<file path="src/rtl/bmu_pkg.sv">
package bmu_pkg;

  localparam int unsigned XLEN       = 32;
  localparam int unsigned MODE_W     = 5;
  localparam int unsigned SHAMT_W    = 5;
  localparam int unsigned CNT_W      = 6;
  localparam int unsigned CLPROD_W   = 2 * XLEN - 1;

  typedef enum logic [MODE_W-1:0] {
    OP_SH1ADD = 5'd0,
    OP_SH2ADD = 5'd1,
    OP_SH3ADD = 5'd2,
    OP_ANDN   = 5'd3,
    OP_ORN    = 5'd4,
    OP_XNOR   = 5'd5,
    OP_CLZ    = 5'd6,
    OP_CTZ    = 5'd7,
    OP_CPOP   = 5'd8,
    OP_SEXTB  = 5'd9,
    OP_SEXTH  = 5'd10,
    OP_ROL    = 5'd11,
    OP_ROR    = 5'd12,
    OP_MIN    = 5'd13,
    OP_MINU   = 5'd14,
    OP_MAX    = 5'd15,
    OP_MAXU   = 5'd16,
    OP_ORCB   = 5'd17,
    OP_REV8   = 5'd18,
    OP_ZEXTH  = 5'd19,
    OP_CLMUL  = 5'd20,
    OP_CLMULR = 5'd21,
    OP_CLMULH = 5'd22,
    OP_BSET   = 5'd23,
    OP_BCLR   = 5'd24,
    OP_BEXT   = 5'd25,
    OP_BINV   = 5'd26
  } op_e;

  typedef struct packed {
    logic [MODE_W-1:0] mode;
    logic [XLEN-1:0]   operand_a;
    logic [XLEN-1:0]   operand_b;
  } in_t;

  typedef struct packed {
    logic [XLEN-1:0] result_value;
    logic            supported;
  } out_t;

endpackage

</file>
<file path="src/rtl/bmu_clmul.sv">
module bmu_clmul (
  input  logic [bmu_pkg::XLEN-1:0]     a_i,
  input  logic [bmu_pkg::XLEN-1:0]     b_i,
  output logic [bmu_pkg::CLPROD_W-1:0] prod_o
);

  always_comb begin
    logic [bmu_pkg::XLEN-1:0] terms;
    prod_o = '0;
    for (int k = 0; k < int'(bmu_pkg::CLPROD_W); k++) begin
      terms = '0;
      for (int i = 0; i < int'(bmu_pkg::XLEN); i++) begin
        if ((k - i >= 0) && (k - i < int'(bmu_pkg::XLEN))) begin
          terms[i] = b_i[i] & a_i[k-i];
        end
      end
      prod_o[k] = ^terms;
    end
  end

endmodule

</file>
<file path="src/rtl/bmu_alu.sv">
module bmu_alu (
  input  bmu_pkg::in_t  in_i,
  output bmu_pkg::out_t out_o
);

  logic [bmu_pkg::XLEN-1:0]     a;
  logic [bmu_pkg::XLEN-1:0]     b;
  logic [bmu_pkg::SHAMT_W-1:0]  shamt;
  logic [bmu_pkg::XLEN-1:0]     bit_mask;
  logic [2*bmu_pkg::XLEN-1:0]   rol_wide;
  logic [2*bmu_pkg::XLEN-1:0]   ror_wide;
  logic [bmu_pkg::CLPROD_W-1:0] cl_prod;
  logic [bmu_pkg::CNT_W-1:0]    clz_cnt;
  logic [bmu_pkg::CNT_W-1:0]    ctz_cnt;
  logic [bmu_pkg::CNT_W-1:0]    pop_cnt;
  logic [3:0]                   byte_pop [4];
  logic [bmu_pkg::XLEN-1:0]     orc_val;
  logic                         lt_s;
  logic                         lt_u;

  assign a        = in_i.operand_a;
  assign b        = in_i.operand_b;
  assign shamt    = b[bmu_pkg::SHAMT_W-1:0];
  assign bit_mask = bmu_pkg::XLEN'(1) << shamt;
  assign rol_wide = {a, a} << shamt;
  assign ror_wide = {a, a} >> shamt;
  assign lt_s     = $signed(a) < $signed(b);
  assign lt_u     = a < b;

  bmu_clmul u_clmul (
    .a_i    (a),
    .b_i    (b),
    .prod_o (cl_prod)
  );

  always_comb begin
    clz_cnt = bmu_pkg::CNT_W'(bmu_pkg::XLEN);
    for (int i = 0; i < int'(bmu_pkg::XLEN); i++) begin
      if (a[i]) begin
        clz_cnt = bmu_pkg::CNT_W'(int'(bmu_pkg::XLEN) - 1 - i);
      end
    end
  end

  always_comb begin
    ctz_cnt = bmu_pkg::CNT_W'(bmu_pkg::XLEN);
    for (int i = int'(bmu_pkg::XLEN) - 1; i >= 0; i--) begin
      if (a[i]) begin
        ctz_cnt = bmu_pkg::CNT_W'(i);
      end
    end
  end

  always_comb begin
    for (int k = 0; k < 4; k++) begin
      byte_pop[k] = '0;
      for (int i = 0; i < 8; i++) begin
        byte_pop[k] = byte_pop[k] + 4'(a[8*k+i]);
      end
      orc_val[8*k +: 8] = {8{|a[8*k +: 8]}};
    end
    pop_cnt = (bmu_pkg::CNT_W'(byte_pop[0]) + bmu_pkg::CNT_W'(byte_pop[1]))
            + (bmu_pkg::CNT_W'(byte_pop[2]) + bmu_pkg::CNT_W'(byte_pop[3]));
  end

  always_comb begin
    out_o.supported    = 1'b1;
    out_o.result_value = '0;
    case (in_i.mode)
      bmu_pkg::OP_SH1ADD: out_o.result_value = (a << 1) + b;
      bmu_pkg::OP_SH2ADD: out_o.result_value = (a << 2) + b;
      bmu_pkg::OP_SH3ADD: out_o.result_value = (a << 3) + b;
      bmu_pkg::OP_ANDN:   out_o.result_value = a & ~b;
      bmu_pkg::OP_ORN:    out_o.result_value = a | ~b;
      bmu_pkg::OP_XNOR:   out_o.result_value = ~(a ^ b);
      bmu_pkg::OP_CLZ:    out_o.result_value = bmu_pkg::XLEN'(clz_cnt);
      bmu_pkg::OP_CTZ:    out_o.result_value = bmu_pkg::XLEN'(ctz_cnt);
      bmu_pkg::OP_CPOP:   out_o.result_value = bmu_pkg::XLEN'(pop_cnt);
      bmu_pkg::OP_SEXTB:  out_o.result_value = {{24{a[7]}}, a[7:0]};
      bmu_pkg::OP_SEXTH:  out_o.result_value = {{16{a[15]}}, a[15:0]};
      bmu_pkg::OP_ROL:    out_o.result_value = rol_wide[2*bmu_pkg::XLEN-1:bmu_pkg::XLEN];
      bmu_pkg::OP_ROR:    out_o.result_value = ror_wide[bmu_pkg::XLEN-1:0];
      bmu_pkg::OP_MIN:    out_o.result_value = lt_s ? a : b;
      bmu_pkg::OP_MINU:   out_o.result_value = lt_u ? a : b;
      bmu_pkg::OP_MAX:    out_o.result_value = lt_s ? b : a;
      bmu_pkg::OP_MAXU:   out_o.result_value = lt_u ? b : a;
      bmu_pkg::OP_ORCB:   out_o.result_value = orc_val;
      bmu_pkg::OP_REV8:   out_o.result_value = {a[7:0], a[15:8], a[23:16], a[31:24]};
      bmu_pkg::OP_ZEXTH:  out_o.result_value = {16'h0000, a[15:0]};
      bmu_pkg::OP_CLMUL:  out_o.result_value = cl_prod[bmu_pkg::XLEN-1:0];
      bmu_pkg::OP_CLMULR: out_o.result_value = cl_prod[2*bmu_pkg::XLEN-2:bmu_pkg::XLEN-1];
      bmu_pkg::OP_CLMULH: out_o.result_value =
                            {1'b0, cl_prod[2*bmu_pkg::XLEN-2:bmu_pkg::XLEN]};
      bmu_pkg::OP_BSET:   out_o.result_value = a | bit_mask;
      bmu_pkg::OP_BCLR:   out_o.result_value = a & ~bit_mask;
      bmu_pkg::OP_BEXT:   out_o.result_value = {{(bmu_pkg::XLEN-1){1'b0}}, a[shamt]};
      bmu_pkg::OP_BINV:   out_o.result_value = a ^ bit_mask;
      default: begin
        out_o.supported    = 1'b0;
        out_o.result_value = '0;
      end
    endcase
  end

endmodule

</file>
<file path="src/rtl/rv32_bitmanip_alu_core.sv">
// Data path: an accepted input item goes into the input register, then its result into the result
// register, which drives the output; a stall on the output can hold an item in either register.
// Throughput: one item per cycle while the output is not stalled; the result register frees as its item is taken.
// Reset clears both stage valid flags; no item is held after reset.
module rv32_bitmanip_alu_core (
  input  logic          clk_i,
  input  logic          rst_ni,
  input  logic          in_valid_i,
  output logic          in_stall_o,
  input  bmu_pkg::in_t  in_data_i,
  output logic          out_valid_o,
  input  logic          out_stall_i,
  output bmu_pkg::out_t out_data_o
);

  logic          s1_valid_q, s1_valid_d;
  bmu_pkg::in_t  s1_data_q;
  logic          s2_valid_q, s2_valid_d;
  bmu_pkg::out_t s2_data_q;
  bmu_pkg::out_t alu_res;
  logic          s1_ready;
  logic          s2_ready;

  assign s2_ready   = !s2_valid_q || !out_stall_i;
  assign s1_ready   = !s1_valid_q || s2_ready;
  assign in_stall_o = !s1_ready;

  assign s1_valid_d = s1_ready ? in_valid_i : s1_valid_q;
  assign s2_valid_d = s2_ready ? s1_valid_q : s2_valid_q;

  bmu_alu u_alu (
    .in_i  (s1_data_q),
    .out_o (alu_res)
  );

  always_ff @(posedge clk_i or negedge rst_ni) begin
    if (!rst_ni) begin
      s1_valid_q <= 1'b0;
      s2_valid_q <= 1'b0;
    end else begin
      s1_valid_q <= s1_valid_d;
      s2_valid_q <= s2_valid_d;
    end
  end

  always_ff @(posedge clk_i) begin
    if (in_valid_i && s1_ready) begin
      s1_data_q <= in_data_i;
    end
    if (s1_valid_q && s2_ready) begin
      s2_data_q <= alu_res;
    end
  end

  assign out_valid_o = s2_valid_q;
  assign out_data_o  = s2_data_q;

  a_in_to_s1 : assert property (@(posedge clk_i) disable iff (!rst_ni)
    in_valid_i && !in_stall_o |=> s1_valid_q)
    else $error("accepted item not held in input register");

  a_s1_to_out : assert property (@(posedge clk_i) disable iff (!rst_ni)
    s1_valid_q && s2_ready |=> out_valid_o)
    else $error("advanced item not presented at output");

  a_supported : assert property (@(posedge clk_i) disable iff (!rst_ni)
    s1_valid_q && s2_ready |=>
      out_data_o.supported == ($past(s1_data_q.mode) <= bmu_pkg::OP_BINV))
    else $error("supported flag does not match operation code");

  a_unsup_zero : assert property (@(posedge clk_i) disable iff (!rst_ni)
    out_valid_o && !out_data_o.supported |-> out_data_o.result_value == '0)
    else $error("unsupported operation gave nonzero result");

endmodule

</file>
<file path="config.mk">
export PLATFORM = sky130hd
export DESIGN_NAME = rv32_bitmanip_alu_core
export DESIGN_NICKNAME = d
export VERILOG_FILES = /design/src/rtl/bmu_pkg.sv /design/src/rtl/bmu_clmul.sv /design/src/rtl/bmu_alu.sv /design/src/rtl/rv32_bitmanip_alu_core.sv
export SDC_FILE = /design/constraint.sdc
export NUM_CORES = 2
export LEC_CHECK = 0
export BUFFER_PORTS_ARGS = -buffer_cell sky130_fd_sc_hd__buf_2
export CAP_MARGIN = 20
export CORE_MARGIN = 1
export CORE_UTILIZATION = 39
export CTS_CLUSTER_DIAMETER = 120
export CTS_CLUSTER_SIZE = 12
export DETAILED_ROUTE_END_ITERATION = 8
export MAX_ROUTING_LAYER = met4
export PLACE_DENSITY_LB_ADDON = 0.3
export REMOVE_ABC_BUFFERS = 1
export SETUP_SLACK_MARGIN = 0.5
export SLEW_MARGIN = 30
export SYNTH_ARGS = -nofsm -noshare
export SYNTH_HDL_FRONTEND = slang
export SYNTH_SLANG_ARGS = --single-unit
</file>
<file path="constraint.sdc">
create_clock -name clk_i -period 8.15 [get_ports clk_i]
set_input_delay 1.63 -clock clk_i [delete_from_list [all_inputs] [get_ports clk_i]]
set_output_delay 1.63 -clock clk_i [all_outputs]
set_load 0.02 [all_outputs]
</file>
==> results.yml <==
drt:
  wl_mm: 166.8
  vias: 34310
  drtAntennaViolNets: 0
  drt_iter0_markers: 5762
  vias_per_cell: 6.531
  drc: 0
  wl_per_cell_um: 31.74
  drt_pass1_iterations: 9
critical_path:
  worstPathMaxFanout: 12
  rrSetupSlack_ns: 1.84
  cp-start-kind: "register"
  cp_data_arrival_time_ns: 6.51
  r2r_cells: 19
  end_kind: "register"
  path_class: "reg -> reg"
  worstPathRequired_ns: 8.35
grt:
  grt-ovfl-total: 0
  grt_pass1_wl_mm: 233.5
  met1_usage_pct: 51.28
  use_met3_pct: 14.04
  track_usage_pct: 40.78
  top_usage_layer: "met2"
  antenna_found_initial: 16
  grt_pass1_vias: 31270
  grt_max_degree: 112
  grt_use_met2_pct: 55.31
sta:
  rsz0062_at_grt: "false"
  fin_ws_ns: 1.839
  finalSetupTns_ns: 0
  slew_violations: 0
  relSlewSlack_pct: 22.75
  period_minus_slack_ns: 6.311
  fmax_mhz: 158.5
  setup-violations-final: 0
  hold_viol: 0
  min_period_over_period_pct: 77.44
  worstMarginPinSlew_ns: 1.156
  skew_ns: 0.01776
synth:
  synthCells: 4297
  syn_area_um2: 31420
  synth_edf_count: 102
  synth-seq-area-share_pct: 9.908
  ys_seq_elements: 104
  syn_avg_cell_area_um2: 7.312
  synth_compound_area_share_pct: 15.70
  ys.flop_type: "edfxtp_1"
  ys_warn_count: 0
  synth-async-reset-ratio_pct: 1.923
  synthSimpleGateAreaFrac_pct: 21.03
  synth_xor_area_share_pct: 29.04
  synth_top_area_share_pct: 22.41
  synth_largest_area_cell: "xnor2_1"
  yosys-top-cells-area: "xnor2_1, nand2_1, edfxtp_1"
  synth_top_family_by_area: "XOR/XNOR gates"
  synthAdderAreaFrac_pct: 8.729
  synth_mux_area_share_pct: 9.430
  ys_types: 87
layout:
  layout-area-overhead-vs-synth_pct: 5.778
  seqCellArea_um2: 3113
  multi_input_area_um2: 26460
  nets: 4464
  final_layout_size_suffix_gt1_share_pct: 9.928
  nFillCells: 8222
clock_tree:
  htree_levels: 3
  clkTransAtPathRegs_ns: 0.11
  clock_latency_ns: 0.44
  cts_sinks: 104
  cts_buffer_depth: 2
  cts_resized: 0
  cts_tree: "done"
  holdBufCountCts: 0
  cts_root_buffer: "clkbuf_16"
  postCtsSetupBuffers: 0
  numCtsBuffers: 9
placed_design:
  globalplace.congestion: 1.090
  pre_cts_ws_ns: 1.982
  io_buffers: 107
  dp_hpwl_mm: 111.4
min_path:
  whs_path_depth: 1
  hold_class: "reg -> reg"
power_and_ir_drop:
  power.switching_fraction_pct: 55.66
  powerDensity_nw_per_um2: 168.6
  power_uw: 5602
  p_switching_uw: 3118
  p_leak_uw: 0.01300
  ir_drop_uv: 154.9
  internal_power_uw: 2484
  comb_power_share_pct: 77.7
  pwr-share-seq_pct: 12.7
  power_frac_clock_pct: 9.6
die:
  ios: 108
  rows: 103
  dieArea_um2: 81700
  dieHeight_um: 285.8
  core_um2: 79390
  start_util_pct: 39.58
  die_x_um: 285.8
run_status:
  status: "complete, no violations"
flow_run:
  cap_violations: 0
==> logic make-up after synthesis <==
logic type | after synthesis
and+or+nand+nor | 1580
xor gates and xnor gates | 1023
AOI/OAI and AO/OA | 714
buffers and inverters | 474
adders and majority gates | 206
muxes | 196
DFF | 104
==> per-stage QoR <==
stage          cells  hold slack, ns  area, um2  util (%)
2_1_floorplan   3933          0.4434      29900         -
3_3_place_gp    5224          0.4719      32880     41.42
3_5_place_dp    5224          0.4847      32900     41.44
4_1_cts         5240          0.5069      33190     41.80
5_1_grt         5248          0.5154      33220     41.85
6_report        5254          0.4981      33230     41.86
==> power by group through the flow <==
stage | Sequential (uW) | Clock (uW) | Combinational, uW
4_1_cts | 707 | 535 | 4160
2_1_floorplan | 898 | 0 | 2530
3_5_place_dp | 719 | 0 | 4140
3_3_place_gp | 719 | 0 | 4140
6_report | 710 | 537 | 4360
5_1_grt | 712 | 542 | 4500
==> metal layers <==
metal	routed length (um)	vias up
li1	-	14400
met1	62970	16200
met2	64970	2989
met3	25610	733
met4	13230	0
met5	0	-
==> worst max-delay path, stage by stage (launching register included) <==
cell      delay (ns)
edfxtp_1        0.74
inv_1           0.14
ha_1            0.33
inv_1           0.06
fa_1            0.49
fa_1            0.42
fa_1            0.42
fa_1            0.50
inv_1           0.08
fa_1            0.60
ha_1            0.24
a21o_1          0.15
a21oi_1         0.25
xnor2_1         0.10
nand2_1         0.07
nand4_1         0.10
or4b_1          0.62
a221oi_1        0.30
o221ai_1        0.17
a221o_1         0.29
==> cell usage in the layout, fill, tap and decap left out, types with 40 or more instances in the layout <==
cell,instances
nand2_1,1053
xnor2_1,801
nor2_1,244
xor2_1,207
ha_1,184
a21oi_1,146
buf_4,128
o21ai_0,118
inv_1,107
buf_2,107
edfxtp_1,102
mux2i_1,80
mux4_2,76
nor3_1,58
nand3_1,51
a211oi_1,45
a21o_1,43
o22ai_1,40
mux2_2,40
==> cell usage after synthesis, types with 15 or more instances <==
cell       instances
nand4_1           18
o21ai_0          118
nor2b_1           23
mux2i_1           80
a21oi_1          146
nand2_1         1053
and3_1            15
a31oi_1           21
nor3_1            58
buf_1             81
o21a_1            25
o211ai_1          24
o2111ai_1         35
ha_1             184
a211oi_1          46
nor2_1           250
inv_1            108
a22oi_1           36
clkbuf_1         197
mux4_2            76
mux2_2            40
edfxtp_1         102
nand2b_1          17
xor2_1           207
fa_1              22
nand3_1           52
buf_2             73
o22ai_1           40
xnor2_1          804
a221oi_1          27
a21o_1            43
==> flip-flops by register name, summed over array words and instances, names as in the netlist <==
name / cells
out_valid_o: 1
s1_data_q: 69
s1_valid_q: 1
out_data_o: 33
==> path summary, 6_finish.rpt <==
check,start,endpoint
min reg2reg,s1_valid_q,out_valid_o
max in group asynchronous,rst_ni,out_valid_o
max,s1_data_q[40],out_data_o[4]
min in group asynchronous,rst_ni,s1_valid_q
max reg2reg,s1_data_q[40],out_data_o[4]
min,s1_valid_q,out_valid_o
==> final cells by class <==
class | instances | share of cell area (%)
multi-input combinational | 3719 | 79.61
antenna | 14 | 0.1054
clock buffer | 9 | 0.6777
timing repair buffer | 241 | 4.864
clock inverter | 7 | 0.1845
inverter | 110 | 1.242
tap | 1050 | 3.953
sequential | 104 | 9.367
No activity file was read; power rests on OpenSTA's default activity.
